## src/otc_pkg.sv

```systemverilog
// shared types, codes and constants of the oven timer controller
`default_nettype none

package otc_pkg;

    // remaining time counter width
    localparam int TIME_W = 16;
    localparam int unsigned TIME_MAX_I = (32'd1 << TIME_W) - 32'd1;
    localparam logic [TIME_W-1:0] TIME_MAX = TIME_W'(TIME_MAX_I);

    // display digits of the saturated time
    localparam logic [6:0] SAT_D0 = 7'(TIME_MAX_I / 600);
    localparam logic [3:0] SAT_D1 = 4'((TIME_MAX_I % 600) / 60);
    localparam logic [3:0] SAT_D2 = 4'((TIME_MAX_I % 60) / 10);
    localparam logic [3:0] SAT_D3 = 4'(TIME_MAX_I % 10);

    // port widths
    localparam int IN_DATA_W  = 32;
    localparam int OUT_DATA_W = 48;
    localparam int CFG_IDX_W  = 2;
    localparam int CFG_DATA_W = 10;

    // configuration register indexes
    localparam logic [CFG_IDX_W-1:0] CFG_DOOR   = 2'd0;
    localparam logic [CFG_IDX_W-1:0] CFG_WEIGHT = 2'd1;
    localparam logic [CFG_IDX_W-1:0] CFG_QUICK  = 2'd2;

    // key codes
    localparam logic [7:0] KEY_ZERO  = 8'h30;
    localparam logic [7:0] KEY_NINE  = 8'h39;
    localparam logic [7:0] KEY_START = 8'h23;
    localparam logic [7:0] KEY_STOP  = 8'h2A;

    typedef enum logic {
        OP_KEY,
        OP_TICK
    } op_t;

    typedef enum logic [1:0] {
        MODE_IDLE,
        MODE_READY,
        MODE_WORKING,
        MODE_SUSPEND
    } mode_t;

    typedef enum logic [2:0] {
        MSG_NONE,
        MSG_DOOR,
        MSG_EMPTY,
        MSG_OVER,
        MSG_HEAT,
        MSG_PAUSE,
        MSG_DONE
    } msg_t;

    typedef struct packed {
        op_t        opcode;
        logic [7:0] key_code;
        logic [9:0] door_level;
        logic [9:0] weight_level;
    } item_t;

    typedef struct packed {
        logic [9:0] door_closed_level;
        logic [9:0] weight_limit;
        logic [7:0] quick_add_seconds;
    } cfg_t;

    localparam cfg_t CFG_RESET = '{
        door_closed_level: 10'd1023,
        weight_limit:      10'd500,
        quick_add_seconds: 8'd30
    };

    typedef struct packed {
        mode_t       mode;
        msg_t        message;
        logic        heater_on;
        logic [15:0] time_left;
        logic [6:0]  minutes_tens;
        logic [3:0]  minutes_ones;
        logic [3:0]  secs_tens;
        logic [3:0]  secs_ones;
        logic        finished;
    } result_t;

endpackage

`default_nettype wire

```

## src/oven_timer_controller.sv

```systemverilog
// oven timer controller top level: item registers, configuration and handshakes
// throughput: one item per cycle while the result side is not stalled; the state update is one pass through otc_step
// between the input register and the result register
// reset: mode idle, no digits typed, digits and remaining time zero, door level 1023,
// weight limit 500, quick add 30 s; both item registers empty
`default_nettype none

module oven_timer_controller (
    input  logic                             clk,
    input  logic                             rst_n,
    // key_code [7:0], door_level [17:8], weight_level [27:18], zero [31:28]
    input  logic [otc_pkg::IN_DATA_W-1:0]    s_axis_tdata,
    // opcode [0]
    input  logic                             s_axis_tuser,
    input  logic                             s_axis_tvalid,
    output logic                             s_axis_tready,
    // mode [1:0], message [4:2], heater_on [5], time_left [21:6],
    // minutes_tens [28:22], minutes_ones [32:29], secs_tens [36:33],
    // secs_ones [40:37], finished [41], zero [47:42]
    output logic [otc_pkg::OUT_DATA_W-1:0]   m_axis_tdata,
    output logic                             m_axis_tvalid,
    input  logic                             m_axis_tready,
    input  logic                             cfg_wr_en,
    input  logic [otc_pkg::CFG_IDX_W-1:0]    cfg_index,
    input  logic [otc_pkg::CFG_DATA_W-1:0]   cfg_data
);
    import otc_pkg::*;

    cfg_t    cfg_reg;
    item_t   item_reg;
    logic    in_valid_reg;
    result_t result;
    result_t result_reg;
    logic    out_valid_reg;
    logic    in_fire, adv;

    // handshakes
    assign adv           = in_valid_reg && (!out_valid_reg || m_axis_tready);
    assign s_axis_tready = !in_valid_reg || adv;
    assign in_fire       = s_axis_tvalid && s_axis_tready;

    // configuration registers
    always_ff @(posedge clk or negedge rst_n)
    begin
        if (!rst_n)
        begin
            cfg_reg <= CFG_RESET;
        end
        else if (cfg_wr_en)
        begin
            unique case (cfg_index)
                CFG_DOOR:   cfg_reg.door_closed_level <= cfg_data;
                CFG_WEIGHT: cfg_reg.weight_limit      <= cfg_data;
                CFG_QUICK:  cfg_reg.quick_add_seconds <= cfg_data[7:0];
                default:    cfg_reg <= cfg_reg;
            endcase
        end
    end

    // input item register
    always_ff @(posedge clk or negedge rst_n)
    begin
        if (!rst_n)
        begin
            in_valid_reg <= 1'b0;
        end
        else if (in_fire)
        begin
            in_valid_reg <= 1'b1;
        end
        else if (adv)
        begin
            in_valid_reg <= 1'b0;
        end
    end

    always_ff @(posedge clk)
    begin
        if (in_fire)
        begin
            item_reg.opcode       <= op_t'(s_axis_tuser);
            item_reg.key_code     <= s_axis_tdata[7:0];
            item_reg.door_level   <= s_axis_tdata[17:8];
            item_reg.weight_level <= s_axis_tdata[27:18];
        end
    end

    // state update
    otc_step u_step (
        .clk    (clk),
        .rst_n  (rst_n),
        .adv    (adv),
        .item   (item_reg),
        .cfg    (cfg_reg),
        .result (result)
    );

    // result register
    always_ff @(posedge clk or negedge rst_n)
    begin
        if (!rst_n)
        begin
            out_valid_reg <= 1'b0;
        end
        else if (adv)
        begin
            out_valid_reg <= 1'b1;
        end
        else if (m_axis_tready)
        begin
            out_valid_reg <= 1'b0;
        end
    end

    always_ff @(posedge clk)
    begin
        if (adv)
        begin
            result_reg <= result;
        end
    end

    assign m_axis_tvalid = out_valid_reg;
    assign m_axis_tdata  = {6'd0, result_reg.finished, result_reg.secs_ones,
                            result_reg.secs_tens, result_reg.minutes_ones,
                            result_reg.minutes_tens, result_reg.time_left,
                            result_reg.heater_on, result_reg.message, result_reg.mode};

`ifndef SYNTHESIS
    // heater drive follows the working mode
    assert property (@(posedge clk) disable iff (!rst_n)
        m_axis_tvalid |-> (result_reg.heater_on == (result_reg.mode == MODE_WORKING)))
        else $error("heater drive disagrees with mode");

    // a finished countdown leaves the block idle with zero time
    assert property (@(posedge clk) disable iff (!rst_n)
        (m_axis_tvalid && result_reg.finished) |->
        (result_reg.mode == MODE_IDLE && result_reg.message == MSG_DONE &&
         result_reg.time_left == 16'd0))
        else $error("finished without idle state");

    // a held item is not lost or changed while the result side is full
    assert property (@(posedge clk) disable iff (!rst_n)
        (in_valid_reg && !adv) |=> (in_valid_reg && $stable(item_reg)))
        else $error("held item dropped");

    // the input side only stalls while an item is held
    assert property (@(posedge clk) disable iff (!rst_n)
        !s_axis_tready |-> in_valid_reg)
        else $error("input stalled with empty register");
`endif

endmodule

`default_nettype wire

```

## src/otc_step.sv

```systemverilog
// controller state and the single-pass update for one item
`default_nettype none

module otc_step (
    input  logic             clk,
    input  logic             rst_n,
    input  logic             adv,
    input  otc_pkg::item_t   item,
    input  otc_pkg::cfg_t    cfg,
    output otc_pkg::result_t result
);
    import otc_pkg::*;

    // tens of a value below 64
    function automatic logic [2:0] tens_of(input logic [5:0] v);
        logic [2:0] q;
        if (v >= 6'd60)      q = 3'd6;
        else if (v >= 6'd50) q = 3'd5;
        else if (v >= 6'd40) q = 3'd4;
        else if (v >= 6'd30) q = 3'd3;
        else if (v >= 6'd20) q = 3'd2;
        else if (v >= 6'd10) q = 3'd1;
        else                 q = 3'd0;
        return q;
    endfunction

    // state: shown digits d*, digits of remaining time n*
    mode_t             mode_reg, mode_next;
    logic [2:0]        typed_reg, typed_next;
    logic [6:0]        d0_reg, d0_next, n0_reg, n0_next;
    logic [3:0]        d1_reg, d1_next, n1_reg, n1_next;
    logic [3:0]        d2_reg, d2_next, n2_reg, n2_next;
    logic [3:0]        d3_reg, d3_next, n3_reg, n3_next;
    logic [TIME_W-1:0] remaining_reg, remaining_next;

    logic       is_digit, digit_wr;
    logic [3:0] key_val;
    logic [6:0] dw0;
    logic [3:0] dw1, dw2, dw3;

    logic [6:0]  sec_raw;
    logic        sec_carry;
    logic [5:0]  sec_fit;
    logic [4:0]  one_sum;
    logic        one_wrap;
    logic [10:0] mins;
    logic [16:0] load_time;
    logic        load_sat;
    logic [6:0]  ld0;
    logic [3:0]  ld1, ld2, ld3;
    logic [TIME_W-1:0] load_rem;

    logic [TIME_W:0]   quick_sum;
    logic              quick_sat;
    logic [8:0]        qsec;
    logic [2:0]        qmin;
    logic [5:0]        qsec_fit;
    logic [2:0]        qtens;
    logic [4:0]        qmo;
    logic              qcarry;
    logic [6:0]        qd0;
    logic [3:0]        qd1, qd2, qd3;
    logic [TIME_W-1:0] quick_rem;

    logic [6:0] dec0;
    logic [3:0] dec1, dec2, dec3;

    logic door_ok, load_empty, load_over, run_check;
    msg_t msg;
    logic done;

    // key decode and digit write
    assign is_digit = (item.key_code >= KEY_ZERO) && (item.key_code <= KEY_NINE);
    assign key_val  = 4'(item.key_code - KEY_ZERO);
    assign digit_wr = (item.opcode == OP_KEY) && is_digit && (typed_reg < 3'd4);

    always_comb
    begin
        dw0 = d0_reg;
        dw1 = d1_reg;
        dw2 = d2_reg;
        dw3 = d3_reg;
        if (digit_wr)
        begin
            unique case (typed_reg[1:0])
                2'd0: dw0 = {3'b000, key_val};
                2'd1: dw1 = key_val;
                2'd2: dw2 = key_val;
                2'd3: dw3 = key_val;
            endcase
        end
    end

    // typed time: normalize mm:ss into seconds and digits
    assign sec_raw   = 7'(dw2) * 7'd10 + 7'(dw3);
    assign sec_carry = sec_raw >= 7'd60;
    assign sec_fit   = sec_carry ? 6'(sec_raw - 7'd60) : 6'(sec_raw);
    assign one_sum   = 5'(dw1) + 5'(sec_carry);
    assign one_wrap  = one_sum >= 5'd10;
    assign mins      = 11'(dw0) * 11'd10 + 11'(dw1) + 11'(sec_carry);
    assign load_time = 17'(mins) * 17'd60 + 17'(sec_fit);
    assign load_sat  = load_time > 17'(TIME_MAX);
    assign load_rem  = load_sat ? TIME_MAX : TIME_W'(load_time);
    assign ld0 = load_sat ? SAT_D0 : dw0 + 7'(one_wrap);
    assign ld1 = load_sat ? SAT_D1 : (one_wrap ? 4'(one_sum - 5'd10) : 4'(one_sum));
    assign ld2 = load_sat ? SAT_D2 : (sec_carry ? dw2 - 4'd6 : dw2);
    assign ld3 = load_sat ? SAT_D3 : dw3;

    // quick add: saturating sum, digits by carrying into the minutes
    assign quick_sum = {1'b0, remaining_reg} + (TIME_W+1)'(cfg.quick_add_seconds);
    assign quick_sat = quick_sum[TIME_W];
    assign quick_rem = quick_sat ? TIME_MAX : quick_sum[TIME_W-1:0];
    assign qsec = 9'(n2_reg) * 9'd10 + 9'(n3_reg) + 9'(cfg.quick_add_seconds);

    always_comb
    begin
        if (qsec >= 9'd300)      qmin = 3'd5;
        else if (qsec >= 9'd240) qmin = 3'd4;
        else if (qsec >= 9'd180) qmin = 3'd3;
        else if (qsec >= 9'd120) qmin = 3'd2;
        else if (qsec >= 9'd60)  qmin = 3'd1;
        else                     qmin = 3'd0;
    end

    assign qsec_fit = 6'(qsec - 9'(qmin) * 9'd60);
    assign qtens    = tens_of(qsec_fit);
    assign qmo      = 5'(n1_reg) + 5'(qmin);
    assign qcarry   = qmo >= 5'd10;
    assign qd0 = quick_sat ? SAT_D0 : n0_reg + 7'(qcarry);
    assign qd1 = quick_sat ? SAT_D1 : (qcarry ? 4'(qmo - 5'd10) : 4'(qmo));
    assign qd2 = quick_sat ? SAT_D2 : 4'(qtens);
    assign qd3 = quick_sat ? SAT_D3 : 4'(qsec_fit - 6'(qtens) * 6'd10);

    // one second down on the remaining time digits
    always_comb
    begin
        dec0 = n0_reg;
        dec1 = n1_reg;
        dec2 = n2_reg;
        dec3 = n3_reg - 4'd1;
        if (n3_reg == 4'd0)
        begin
            dec3 = 4'd9;
            dec2 = n2_reg - 4'd1;
            if (n2_reg == 4'd0)
            begin
                dec2 = 4'd5;
                dec1 = n1_reg - 4'd1;
                if (n1_reg == 4'd0)
                begin
                    dec1 = 4'd9;
                    dec0 = n0_reg - 7'd1;
                end
            end
        end
    end

    // door and load checks
    assign door_ok    = item.door_level == cfg.door_closed_level;
    assign load_empty = item.weight_level == 10'd0;
    assign load_over  = item.weight_level > cfg.weight_limit;

    // event handling
    always_comb
    begin
        mode_next      = mode_reg;
        typed_next     = typed_reg;
        d0_next        = dw0;
        d1_next        = dw1;
        d2_next        = dw2;
        d3_next        = dw3;
        n0_next        = n0_reg;
        n1_next        = n1_reg;
        n2_next        = n2_reg;
        n3_next        = n3_reg;
        remaining_next = remaining_reg;
        msg            = MSG_NONE;
        done           = 1'b0;
        run_check      = 1'b0;

        if (item.opcode == OP_KEY)
        begin
            if (is_digit)
            begin
                if (digit_wr)
                begin
                    typed_next = typed_reg + 3'd1;
                    run_check  = typed_reg == 3'd3;
                end
            end
            else if (item.key_code == KEY_START)
            begin
                if (mode_reg == MODE_SUSPEND)
                begin
                    mode_next = MODE_WORKING;
                    msg       = MSG_HEAT;
                end
                else
                begin
                    run_check = 1'b1;
                end
            end
            else if (item.key_code == KEY_STOP)
            begin
                if (mode_reg == MODE_SUSPEND)
                begin
                    mode_next      = MODE_IDLE;
                    typed_next     = 3'd0;
                    d0_next        = 7'd0;
                    d1_next        = 4'd0;
                    d2_next        = 4'd0;
                    d3_next        = 4'd0;
                    n0_next        = 7'd0;
                    n1_next        = 4'd0;
                    n2_next        = 4'd0;
                    n3_next        = 4'd0;
                    remaining_next = '0;
                end
                else
                begin
                    mode_next = MODE_SUSPEND;
                    msg       = MSG_PAUSE;
                end
            end
        end
        else if (mode_reg == MODE_WORKING)
        begin
            if (remaining_reg != '0)
            begin
                remaining_next = remaining_reg - TIME_W'(1);
                n0_next = dec0;
                n1_next = dec1;
                n2_next = dec2;
                n3_next = dec3;
                d0_next = dec0;
                d1_next = dec1;
                d2_next = dec2;
                d3_next = dec3;
            end
            else
            begin
                mode_next      = MODE_IDLE;
                typed_next     = 3'd0;
                d0_next        = 7'd0;
                d1_next        = 4'd0;
                d2_next        = 4'd0;
                d3_next        = 4'd0;
                n0_next        = 7'd0;
                n1_next        = 4'd0;
                n2_next        = 4'd0;
                n3_next        = 4'd0;
                remaining_next = '0;
                msg            = MSG_DONE;
                done           = 1'b1;
            end
        end

        if (run_check)
        begin
            mode_next = MODE_READY;
            priority if (!door_ok)
            begin
                msg = MSG_DOOR;
            end
            else if (load_empty)
            begin
                msg = MSG_EMPTY;
            end
            else if (load_over)
            begin
                msg = MSG_OVER;
            end
            else
            begin
                mode_next = MODE_WORKING;
                msg       = MSG_HEAT;
                if (typed_next == 3'd0)
                begin
                    remaining_next = quick_rem;
                    n0_next = qd0;
                    n1_next = qd1;
                    n2_next = qd2;
                    n3_next = qd3;
                    d0_next = qd0;
                    d1_next = qd1;
                    d2_next = qd2;
                    d3_next = qd3;
                end
                else
                begin
                    remaining_next = load_rem;
                    n0_next = ld0;
                    n1_next = ld1;
                    n2_next = ld2;
                    n3_next = ld3;
                end
            end
        end
    end

    // result of this item
    always_comb
    begin
        result.mode         = mode_next;
        result.message      = msg;
        result.heater_on    = mode_next == MODE_WORKING;
        result.time_left    = 16'(remaining_next);
        result.minutes_tens = d0_next;
        result.minutes_ones = d1_next;
        result.secs_tens    = d2_next;
        result.secs_ones    = d3_next;
        result.finished     = done;
    end

    // state registers
    always_ff @(posedge clk or negedge rst_n)
    begin
        if (!rst_n)
        begin
            mode_reg      <= MODE_IDLE;
            typed_reg     <= 3'd0;
            d0_reg        <= 7'd0;
            d1_reg        <= 4'd0;
            d2_reg        <= 4'd0;
            d3_reg        <= 4'd0;
            n0_reg        <= 7'd0;
            n1_reg        <= 4'd0;
            n2_reg        <= 4'd0;
            n3_reg        <= 4'd0;
            remaining_reg <= '0;
        end
        else if (adv)
        begin
            mode_reg      <= mode_next;
            typed_reg     <= typed_next;
            d0_reg        <= d0_next;
            d1_reg        <= d1_next;
            d2_reg        <= d2_next;
            d3_reg        <= d3_next;
            n0_reg        <= n0_next;
            n1_reg        <= n1_next;
            n2_reg        <= n2_next;
            n3_reg        <= n3_next;
            remaining_reg <= remaining_next;
        end
    end

endmodule

`default_nettype wire
```

## config.mk

```make
export PLATFORM = sky130hd
export DESIGN_NAME = oven_timer_controller
export DESIGN_NICKNAME = d
export VERILOG_FILES = /design/src/otc_pkg.sv /design/src/oven_timer_controller.sv /design/src/otc_step.sv
export SDC_FILE = /design/constraint.sdc
export NUM_CORES = 1
export LEC_CHECK = 0
export BUFFER_PORTS_ARGS = -buffer_cell sky130_fd_sc_hd__buf_2
export CELL_PAD_IN_SITES_DETAIL_PLACEMENT = 0
export CELL_PAD_IN_SITES_GLOBAL_PLACEMENT = 2
export CORE_AREA = 5 5 169 204
export CTS_CLUSTER_SIZE = 25
export DETAILED_ROUTE_END_ITERATION = 12
export DIE_AREA = 0 0 174 209
export PLACE_DENSITY = 0.93
export SETUP_SLACK_MARGIN = 0.05
export SLEW_MARGIN = 20
export SYNTH_ARGS = -nofsm -noshare
export SYNTH_HDL_FRONTEND = slang
export SYNTH_SLANG_ARGS = --single-unit
```

## constraint.sdc

```tcl
create_clock -name clk -period 22.6 [get_ports clk]
set_input_delay 5.65 -clock clk [delete_from_list [all_inputs] [get_ports clk]]
set_output_delay 5.65 -clock clk [all_outputs]
set_load 0.005 [all_outputs]
```

==> results.json, run 1 <==
{
  "cp_slowest_cell": "nand3b_1",
  "startpoint": "m_axis_tready",
  "slew-limit-headroom_pct": 29.3,
  "insertion_delay_ns": 0.46,
  "yosys.area.top_type_share_pct": 15.9,
  "synth-edff-count": 71,
  "io_pins": 100,
  "hold_viol_final": 0,
  "cts_buffer_depth": 2,
  "post_drt_wl_per_cell_um": 19.5,
  "start_util_pct": 41.1,
  "ant_nets": 0,
  "cts_buffers": 17,
  "p_total_uw": 2540,
  "cts_setup_buffers": 0,
  "multiInputGateArea_sq_um": 8350,
  "vias": 11171,
  "core_area_sq_um": 32500,
  "fin_hold_ws_ns": 0.485,
  "grt_first_pass_wirelength_um": 60000,
  "postSynthAreaPerCell_sq_um": 9.19,
  "drc": 0,
  "critPathRequiredTime_ns": 16.95,
  "tns_ns": 0,
  "vias_per_cell": 5.75,
  "finalClockSkew_ns": 0.0168,
  "rows": 73,
  "yosys_register_bits": 160,
  "rsz0062_at_grt": "no",
  "end_kind": "primary output",
  "slew_viol_final": 0,
  "async_flop_share_pct": 55.6,
  "grtUsageTotal_pct": 20.7,
  "synth.distinct_cells": 93,
  "dieArea_sq_um": 36400,
  "yosysTopAreaCell": "edfxtp_1",
  "fin_nets": 1700,
  "finalSetupViolations": 0,
  "status": "completed",
  "drt-initial-drc-count": 824,
  "ir_worst_vdd_v": 0.000181,
  "fillCellCount": 3202,
  "clkSinkCount": 160,
  "max_cap_violations": 0,
  "largest_reg_flops": 42,
  "ctsResizeCount": 0,
  "drive_above_1_share_pct": 15.9,
  "grt_pass1_vias": 10835,
  "yosys-top-cells-area": "edfxtp_1 16%, dfrtp_1 13%, ha_1 9.9%, mux2_2 5.2%, xnor2_1 4.3%",
  "hold_class": "flop to flop",
  "die_x_um": 174,
  "slowest_delay_ns": 0.17,
  "dpl_worst_slack_ns": 10.88,
  "p_per_area_nw_per_um2": 172,
  "synth_warnings": 0,
  "grt_overflow_total": 0,
  "die_y_um": 209,
  "worstPathArrival_ns": 6.07,
  "period_minus_slack_ns": 11.72,
  "seqCellArea_sq_um": 4380,
  "numPortBuffers": 89,
  "cpMostUsedCell": "buf_2",
  "cts_max_level": 4,
  "critPathMaxFanout": 3,
  "gp_congestion": 0.870,
  "finalWorstSetupSlack_ns": 10.88,
  "reg2reg_from": "item_reg[22]$_DFFE_PP_",
  "cp-start-kind": "primary input",
  "tightestPinTransition_ns": 1.06,
  "cp_cell_sequence": "buf_2 > nand3b_1 > buf_2",
  "synth_ff_type": "edfxtp_1",
  "syn_area_sq_um": 13400,
  "syn_inst": 1455,
  "holdBufCountCts": 0,
  "hp-start": "u_step.d0_reg[6]$_DFFE_PN0P_",
  "path_clk_slew_ns": 0.06,
  "cts_tree": "yes",
  "syn_to_final_growth_pct": 10.5,
  "yosysSeqAreaShare_pct": 32.8,
  "clk_root_buffer_cell": "clkbuf_16",
  "final_util_pct": 45.4,
  "fin_crit_sh_pct": 51.8,
  "finalWirelength_um": 38000,
  "max_freq_mhz": 85.3,
  "p_leak_uw": 0.00656,
  "dr.pass1.iters": 5,
  "antenna_found_initial": 0,
  "grt_max_degree": 76,
  "hpwl_um": 28100,
  "critPathKind": "primary input to primary output"
}
cell usage in the layout, fill, tap and decap left out, drive strengths merged, types with 7 or more instances in the layout:
| cell | count |
|---|---|
| dfstp | 20 |
| xnor2 | 66 |
| o31ai | 12 |
| nor3 | 34 |
| nand4 | 10 |
| inv | 103 |
| xor2 | 38 |
| nor2 | 100 |
| clkbuf | 22 |
| or3 | 11 |
| o22ai | 15 |
| a21o | 27 |
| and3 | 14 |
| and2 | 7 |
| nand3b | 10 |
| nand2b | 22 |
| o21ai | 86 |
| edfxtp | 71 |
| a22oi | 9 |
| a31oi | 12 |
| dfrtp | 69 |
| o21a | 13 |
| mux2 | 62 |
| nand2 | 133 |
| mux2i | 12 |
| a211oi | 12 |
| or2 | 10 |
| a21oi | 102 |
| o211ai | 19 |
| ha | 106 |
| o311ai | 8 |
| fa | 26 |
| nor2b | 14 |
| nor4 | 14 |
| nand3 | 30 |
| buf | 104 |
critical path: cells and delay by family:
kind / cells / cell delay, ns
buffers and inverters: 2 / 0.25
and+or+nand+nor: 1 / 0.17
layout make-up:
class	count	area share [%]
Timing Repair Buffer	104	3.80
Multi-Input combinational cell	1137	56.5
Inverter	98	2.51
Antenna cell	1	0.0169
Tap cell	412	3.49
Clock inverter	10	0.601
Sequential cell	160	29.7
Clock buffer	22	3.36
synthesized netlist by cell type (9+ instances only):
cell and n:
nand4_1 10, nand2b_1 22, mux2_2 62, a21oi_1 102, nor2b_1 14, nand2_1 133, nand3_1 30, nor2_1 98
and3_1 14, nor4_1 11, ha_1 106, a31oi_1 12, o21ai_0 81, clkbuf_1 48, o21a_1 12, o31ai_1 11
or3_1 11, xnor2_1 66, nor3_1 34, o22ai_1 15, dfrtp_1 69, o211ai_1 19, a22oi_1 9, nand3b_1 9
a211oi_1 12, inv_1 96, xor2_1 38, fa_1 26, edfxtp_1 71, mux2i_1 12, a21o_1 27, dfstp_2 20
layer usage:
metal,up-vias,GRT usage [%],part of all wire [%]
met1,5447,25.4,43
met2,257,37.4,51
met3,58,2.88,3.7
met4,0,6.99,2.5
li1,5409,-,-
met5,-,0,0
where the power goes:
part | total [uW] | switching (uW) | leakage [uW] | internal [uW]
clock network | 295 | 135 | 0.000279 | 160
registers | 385 | 35.0 | 0.00181 | 350
logic | 1860 | 1090 | 0.00447 | 767
total | 2540 | 1260 | 0.00656 | 1280
worst paths after layout:
path / endpoint / slack, ns / cells after the start
worst max-delay path: s_axis_tready / 10.88 / 3
worst min-delay path: u_step.d0_reg[6]$_DFFE_PN0P_ / 0.48 / 2
worst max register to register: u_step.remaining_reg[9]$_DFFE_PN0P_ / 11.96 / 35
worst min register to register: u_step.d0_reg[6]$_DFFE_PN0P_ / 0.48 / 2
max in group asynchronous: m_axis_tvalid$_DFFE_PN0P_ / 16.24 / 2
min in group asynchronous: u_step.d1_reg[2]$_DFFE_PN0P_ / 5.19 / 1
logic make-up after synthesis:
family                     after synthesis  share of synthesized area [%]
AOI/OAI and AO/OA                      386                           19.0
xor gates and xnor gates               105                           6.98
adders and majority gates              134                           14.0
buffers and inverters                  163                           5.00
DFF                                    160                           32.8
muxes                                   74                           6.12
other                                    1                         0.0280
and+or+nand+nor                        432                           16.2
through the flow:
step,std cells,cell area (sq um)
global placement,1911,14200
global route,1943,14800
detailed placement,1911,14200
finish,1944,14800
floorplan,1460,13400
CTS,1943,14800
No activity file was read; power rests on OpenSTA's default activity.
==> inputs of run 2 (changes only) <==
--- a/config.mk
+++ b/config.mk
@@ -8,11 +8,11 @@
 export BUFFER_PORTS_ARGS = -buffer_cell sky130_fd_sc_hd__buf_2
 export CELL_PAD_IN_SITES_DETAIL_PLACEMENT = 0
 export CELL_PAD_IN_SITES_GLOBAL_PLACEMENT = 2
-export CORE_AREA = 5 5 169 204
+export CORE_AREA = 5 5 176 211
 export CTS_CLUSTER_SIZE = 25
 export DETAILED_ROUTE_END_ITERATION = 12
-export DIE_AREA = 0 0 174 209
-export PLACE_DENSITY = 0.93
+export DIE_AREA = 0 0 181 216
+export PLACE_DENSITY = 0.88
 export SETUP_SLACK_MARGIN = 0.05
 export SLEW_MARGIN = 20
 export SYNTH_ARGS = -nofsm -noshare
==> constraint.sdc (replaced) <==
create_clock -name clk -period 11.3 [get_ports clk]
set_input_delay 2.825 -clock clk [delete_from_list [all_inputs] [get_ports clk]]
set_output_delay 2.825 -clock clk [all_outputs]
set_load 0.005 [all_outputs]
==> run 2 against run 1 <==
Effect of this change:
- global-route usage down 1.1 points
- count of clock-buffer cells in the layout decreased by 5
- via count grew 0.41%
- clock skew increased by 0.0010 ns
- sequential cell count stayed put
- clock power is 110% higher
- sequential power grew 99%
- sequential share of layout area is 0.28 points lower
- hold slack gained 0.0062 ns
- register-to-register slack worse by 11 ns
- critical path type is now flop to flop
- highest routed layer unchanged
==> results.json, run 2 (synthesis gave the netlist of run 1 again) <==
{
  "status": "completed",
  "p_per_area_nw_per_um2": 350,
  "cp_slowest_cell": "edfxtp_1",
  "clkSinkCount": 160,
  "cts_max_level": 4,
  "final_cell_mix": "133 x nand2_1, 106 x ha_1, 102 x a21oi_1",
  "dieArea_sq_um": 39100,
  "antenna_cells": 0,
  "critPathMaxFanout": 9,
  "slew_viol_final": 0,
  "cts_buffers": 17,
  "met2_usage_pct": 34.6,
  "clk_root_buffer_cell": "clkbuf_16",
  "period_minus_slack_ns": 10.35,
  "p_leak_uw": 0.00660,
  "grt_first_pass_wirelength_um": 61500,
  "cpMostUsedCell": "ha_1",
  "hold_viol_final": 0,
  "slew-limit-headroom_pct": 20.4,
  "drt-initial-drc-count": 825,
  "hold_class": "flop to flop",
  "slowest_delay_ns": 0.62,
  "dpl_worst_slack_ns": 0.954,
  "finalClockSkew_ns": 0.0178,
  "ant_nets": 0,
  "core_area_sq_um": 34800,
  "post_drt_wl_per_cell_um": 19.3,
  "worstPathArrival_ns": 10.68,
  "finalSetupViolations": 0,
  "start_util_pct": 38.4,
  "largest_reg_flops": 42,
  "fin_crit_sh_pct": 91.5,
  "globalRouteMet3Util_pct": 2.59,
  "fillCellCount": 3441,
  "grt_use_met1_pct": 24.8,
  "syn_to_final_growth_pct": 11.5,
  "grt_overflow_total": 0,
  "vias_per_cell": 5.62,
  "path_clk_slew_ns": 0.07,
  "finalWorstSetupSlack_ns": 0.955,
  "critPathKind": "flop to flop",
  "tns_ns": 0,
  "end_kind": "flop",
  "drc": 0,
  "busiest_layer": "met2",
  "hpwl_um": 28700,
  "layout_commonest_cell": "nand2_1",
  "grt_max_degree": 53,
  "antenna_found_initial": 0,
  "seqCellArea_sq_um": 4380,
  "grt_pass1_vias": 11062,
  "fin_nets": 1703,
  "drive_above_1_share_pct": 16.2,
  "die_x_um": 181,
  "rsz0062_at_grt": "no",
  "vias": 11217,
  "cts_setup_buffers": 0,
  "critPathRequiredTime_ns": 11.64,
  "max_cap_violations": 0,
  "die_y_um": 216,
  "multiInputGateArea_sq_um": 8360,
  "max_freq_mhz": 96.7,
  "cts_buffer_depth": 2,
  "rows": 75,
  "finalWirelength_um": 38600,
  "io_pins": 100,
  "cp-start-kind": "flop",
  "grtUsageTotal_pct": 19.6,
  "numPortBuffers": 89,
  "insertion_delay_ns": 0.46,
  "cts_tree": "yes",
  "gp_congestion": 0.859,
  "dr.pass1.iters": 5,
  "tightestPinTransition_ns": 1.19,
  "ir_worst_vdd_v": 0.000491
}
-- run 2: final timing paths --
kind	start	endpoint	slack (ns)	cells after the start
setup / recovery	item_reg[21]$_DFFE_PP_	u_step.n1_reg[1]$_DFFE_PN0P_	0.95	35
hold reg to reg	u_step.d0_reg[0]$_DFFE_PN0P_	u_step.d0_reg[0]$_DFFE_PN0P_	0.49	2
max in group asynchronous	rst_n	u_step.n0_reg[4]$_DFFE_PN0P_	7.77	2
min in group asynchronous	rst_n	u_step.remaining_reg[11]$_DFFE_PN0P_	2.38	1
hold / removal	u_step.d0_reg[0]$_DFFE_PN0P_	u_step.d0_reg[0]$_DFFE_PN0P_	0.49	2
setup reg to reg	item_reg[21]$_DFFE_PP_	u_step.n1_reg[1]$_DFFE_PN0P_	0.95	35
-- run 2: what timing repair did --
item	CTS	global route
endpoints found under the setup margin	0	1
resized for setup	0	1
hold buffers	0	0
-- run 2: final cells by class --
| class | count | share of cell area (%) |
|---|---|---|
| multi-input cells | 1137 | 56.1 |
| flip-flops and latches | 160 | 29.4 |
| repair buffers | 107 | 3.91 |
| well taps | 462 | 3.88 |
| clock buffers | 17 | 2.85 |
| inverters | 98 | 2.48 |
| clock inverters | 15 | 1.41 |
-- run 2: metal layers --
| layer | vias to the layer above | share of wire, % |
|---|---|---|
| li1 | 5421 | - |
| met1 | 5514 | 44 |
| met2 | 235 | 50 |
| met3 | 47 | 3.4 |
| met4 | 0 | 2.7 |
| met5 | - | 0 |
-- run 2: where the power goes --
group / internal, uW / total (uW) / switching [uW] / leakage [uW]
clock: 324 / 624 / 301 / 0.000307
combinational: 1550 / 3820 / 2270 / 0.00449
sequential: 699 / 766 / 67.3 / 0.00181
-- run 2: stage by stage --
step	hold WS (ns)	instances	util [%]	area [sq um]	total power [uW]
floorplan	0.440	1460	-	13400	3680
global placement	0.466	1964	41.0	14300	4540
detailed placement	0.477	1964	41.0	14300	4570
CTS	0.498	1996	42.8	14900	5240
global route	0.523	1996	42.8	14900	5720
finish	0.491	1996	42.8	14900	5210
-- run 2: worst max-delay path, delay by kind of cell, from the launching register on --
kind / cells / cell delay, ns
compound gates: 11 / 3.01
simple gates: 10 / 2.29
mux: 1 / 0.41
xor+xnor: 2 / 0.73
fa+ha+maj: 8 / 2.60
buf+inv: 3 / 0.57
flops: 1 / 0.62
==> inputs of run 3 (changes only) <==
--- a/config.mk
+++ b/config.mk
@@ -8,11 +8,11 @@
 export BUFFER_PORTS_ARGS = -buffer_cell sky130_fd_sc_hd__buf_2
 export CELL_PAD_IN_SITES_DETAIL_PLACEMENT = 0
 export CELL_PAD_IN_SITES_GLOBAL_PLACEMENT = 2
-export CORE_AREA = 5 5 176 211
+export CORE_AREA = 5 5 185 223
 export CTS_CLUSTER_SIZE = 25
 export DETAILED_ROUTE_END_ITERATION = 12
-export DIE_AREA = 0 0 181 216
-export PLACE_DENSITY = 0.88
+export DIE_AREA = 0 0 190 228
+export PLACE_DENSITY = 0.83
 export SETUP_SLACK_MARGIN = 0.05
 export SLEW_MARGIN = 20
 export SYNTH_ARGS = -nofsm -noshare
==> constraint.sdc (replaced) <==
create_clock -name clk -period 9.1 [get_ports clk]
set_input_delay 2.275 -clock clk [delete_from_list [all_inputs] [get_ports clk]]
set_output_delay 2.275 -clock clk [all_outputs]
set_load 0.005 [all_outputs]
==> run 3 against run 2 <==
Effect of this change:
- routed wire length up 3.7%
- power increased by 25%
- sequential power rose by 24%
==> results.json, run 3 (synthesis gave the netlist of run 1 again) <==
{
  "status": "completed",
  "syn_to_final_growth_pct": 13.9,
  "cts_buffer_depth": 2,
  "insertion_delay_ns": 0.46,
  "end_kind": "flop",
  "seqCellArea_sq_um": 4380,
  "die_y_um": 228,
  "hold_path_end": "u_step.d0_reg[6]$_DFFE_PN0P_",
  "dp.cells": 2045,
  "cts_max_level": 4,
  "fin_cells": 2083,
  "regToRegEndpoint": "u_step.n1_reg[0]$_DFFE_PN0P_",
  "slew-limit-headroom_pct": 24.2,
  "ir_worst_vdd_v": 0.000801,
  "finalSetupViolations": 0,
  "numPortBuffers": 89,
  "grtUsageTotal_pct": 18.4,
  "largest_reg_flops": 42,
  "ant_nets": 0,
  "drc": 0,
  "reg2reg_slack_ns": 0.49,
  "drive_above_1_share_pct": 19.0,
  "whs_path_depth": 2,
  "die_x_um": 190,
  "dr.pass1.iters": 6,
  "p_total_uw": 6520,
  "slowest_delay_ns": 0.54,
  "max_freq_mhz": 116,
  "p_per_area_nw_per_um2": 428,
  "cts_tree": "yes",
  "holdBufCountCts": 0,
  "final_util_pct": 39.4,
  "clkSinkCount": 160,
  "cp_top_family": "adder cells",
  "final_cell_area_sq_um": 15200,
  "vias": 11206,
  "hp-start": "u_step.d0_reg[6]$_DFFE_PN0P_",
  "reg2reg_from": "item_reg[27]$_DFFE_PP_",
  "slew_viol_final": 0,
  "dieArea_sq_um": 43300,
  "grt_max_degree": 66,
  "cp-start-kind": "flop",
  "fin_nets": 1726,
  "critPathMaxFanout": 10,
  "antenna_cells": 0,
  "drt-initial-drc-count": 798,
  "p_leak_uw": 0.00671,
  "placed_area_sq_um": 14500,
  "period_minus_slack_ns": 8.61,
  "layout_commonest_cell": "nand2_1",
  "vias_per_cell": 5.38,
  "tightestPinTransition_ns": 1.13,
  "core_area_sq_um": 38600,
  "post_drt_wl_per_cell_um": 19.2,
  "max_cap_violations": 0,
  "fillCellCount": 3941,
  "grt_pass1_vias": 11261,
  "final_cell_mix": "132 x nand2_1, 103 x ha_1, 98 x a21oi_1",
  "path_clk_slew_ns": 0.08,
  "io_pins": 100,
  "start_util_pct": 34.6,
  "critPathKind": "flop to flop",
  "hold_viol_final": 0,
  "finalClockSkew_ns": 0.0207,
  "finalWirelength_um": 40000,
  "finalWorstSetupSlack_ns": 0.494,
  "r2r_cells": 35,
  "grt_overflow_total": 0,
  "gp_congestion": 0.883,
  "dpl_worst_slack_ns": -0.0353,
  "hpwl_um": 29800,
  "hold_class": "flop to flop",
  "multiInputGateArea_sq_um": 8470,
  "antenna_found_initial": 0,
  "cts_buffers": 17,
  "clk_root_buffer_cell": "clkbuf_16",
  "critPathRequiredTime_ns": 9.42,
  "worstPathArrival_ns": 8.93,
  "cp_num_buf_inv": 6,
  "cp_slowest_cell": "fa_1",
  "fin_crit_sh_pct": 94.6,
  "grt_first_pass_wirelength_um": 62800,
  "cpMostUsedCell": "ha_1",
  "rows": 79,
  "rsz0062_at_grt": "no"
}
-- run 3: what timing repair did --
item                                   CTS  global route
buffers inserted                         1             5
setup endpoints to repair                9            51
pin swaps                                2             6
endpoints found under the hold margin    0             0
gates cloned                             0             0
resized for setup                        3            29
-- run 3: worst max-delay path by stage --
stage,to,cells past startpoint,startpoint
6_report,u_step.n1_reg[0]$_DFFE_PN0P_,35,item_reg[27]$_DFFE_PP_
5_1_grt,u_step.n1_reg[0]$_DFFE_PN0P_,39,item_reg[27]$_DFFE_PP_
3_5_place_dp,u_step.n1_reg[1]$_DFFE_PN0P_,38,item_reg[27]$_DFFE_PP_
2_1_floorplan,m_axis_tdata[14]$_DFFE_PP_,37,item_reg[27]$_DFFE_PP_
4_1_cts,u_step.n1_reg[1]$_DFFE_PN0P_,36,item_reg[27]$_DFFE_PP_
3_3_place_gp,u_step.n1_reg[1]$_DFFE_PN0P_,38,item_reg[27]$_DFFE_PP_
-- run 3: per-stage QoR --
step / TNS (ns) / hold slack [ns]
floorplan: 0 / 0.440
global placement: 0 / 0.461
detailed placement: -0.0353 / 0.463
CTS: 0 / 0.483
global route: 0 / 0.500
finish: 0 / 0.494
-- run 3: worst reg2reg max path, delay by kind of cell (launching register included) --
family                     cells  cell delay (ns)
and+or+nand+nor                7             1.84
DFF                            1             0.39
AOI/OAI and AO/OA              9             1.95
xor gates and xnor gates       5             0.78
muxes                          1             0.40
buffers and inverters          6             0.86
adders and majority gates      7             2.25
-- run 3: routing by layer --
metal  track usage, %  vias up  part of all wire (%)
met5                0        -                     0
met1             23.5     5438                    44
met2             31.1      236                    49
met3             2.58       67                   3.6
met4             7.49        0                   3.6
li1                 -     5465                     -
-- run 3: power by group --
part,total (uW),switching [uW],internal [uW]
Sequential,947,79.1,868
Clock,732,365,367
Combinational,4840,2890,1950
-- run 3: area by class of cell --
type / instances / share of cell area [%]
Inverter: 98 / 2.43
Sequential cell: 160 / 28.8
Tap cell: 526 / 4.32
Clock buffer: 17 / 2.79
Timing Repair Buffer: 130 / 5.01
Clock inverter: 15 / 1.07
Multi-Input combinational cell: 1137 / 55.6
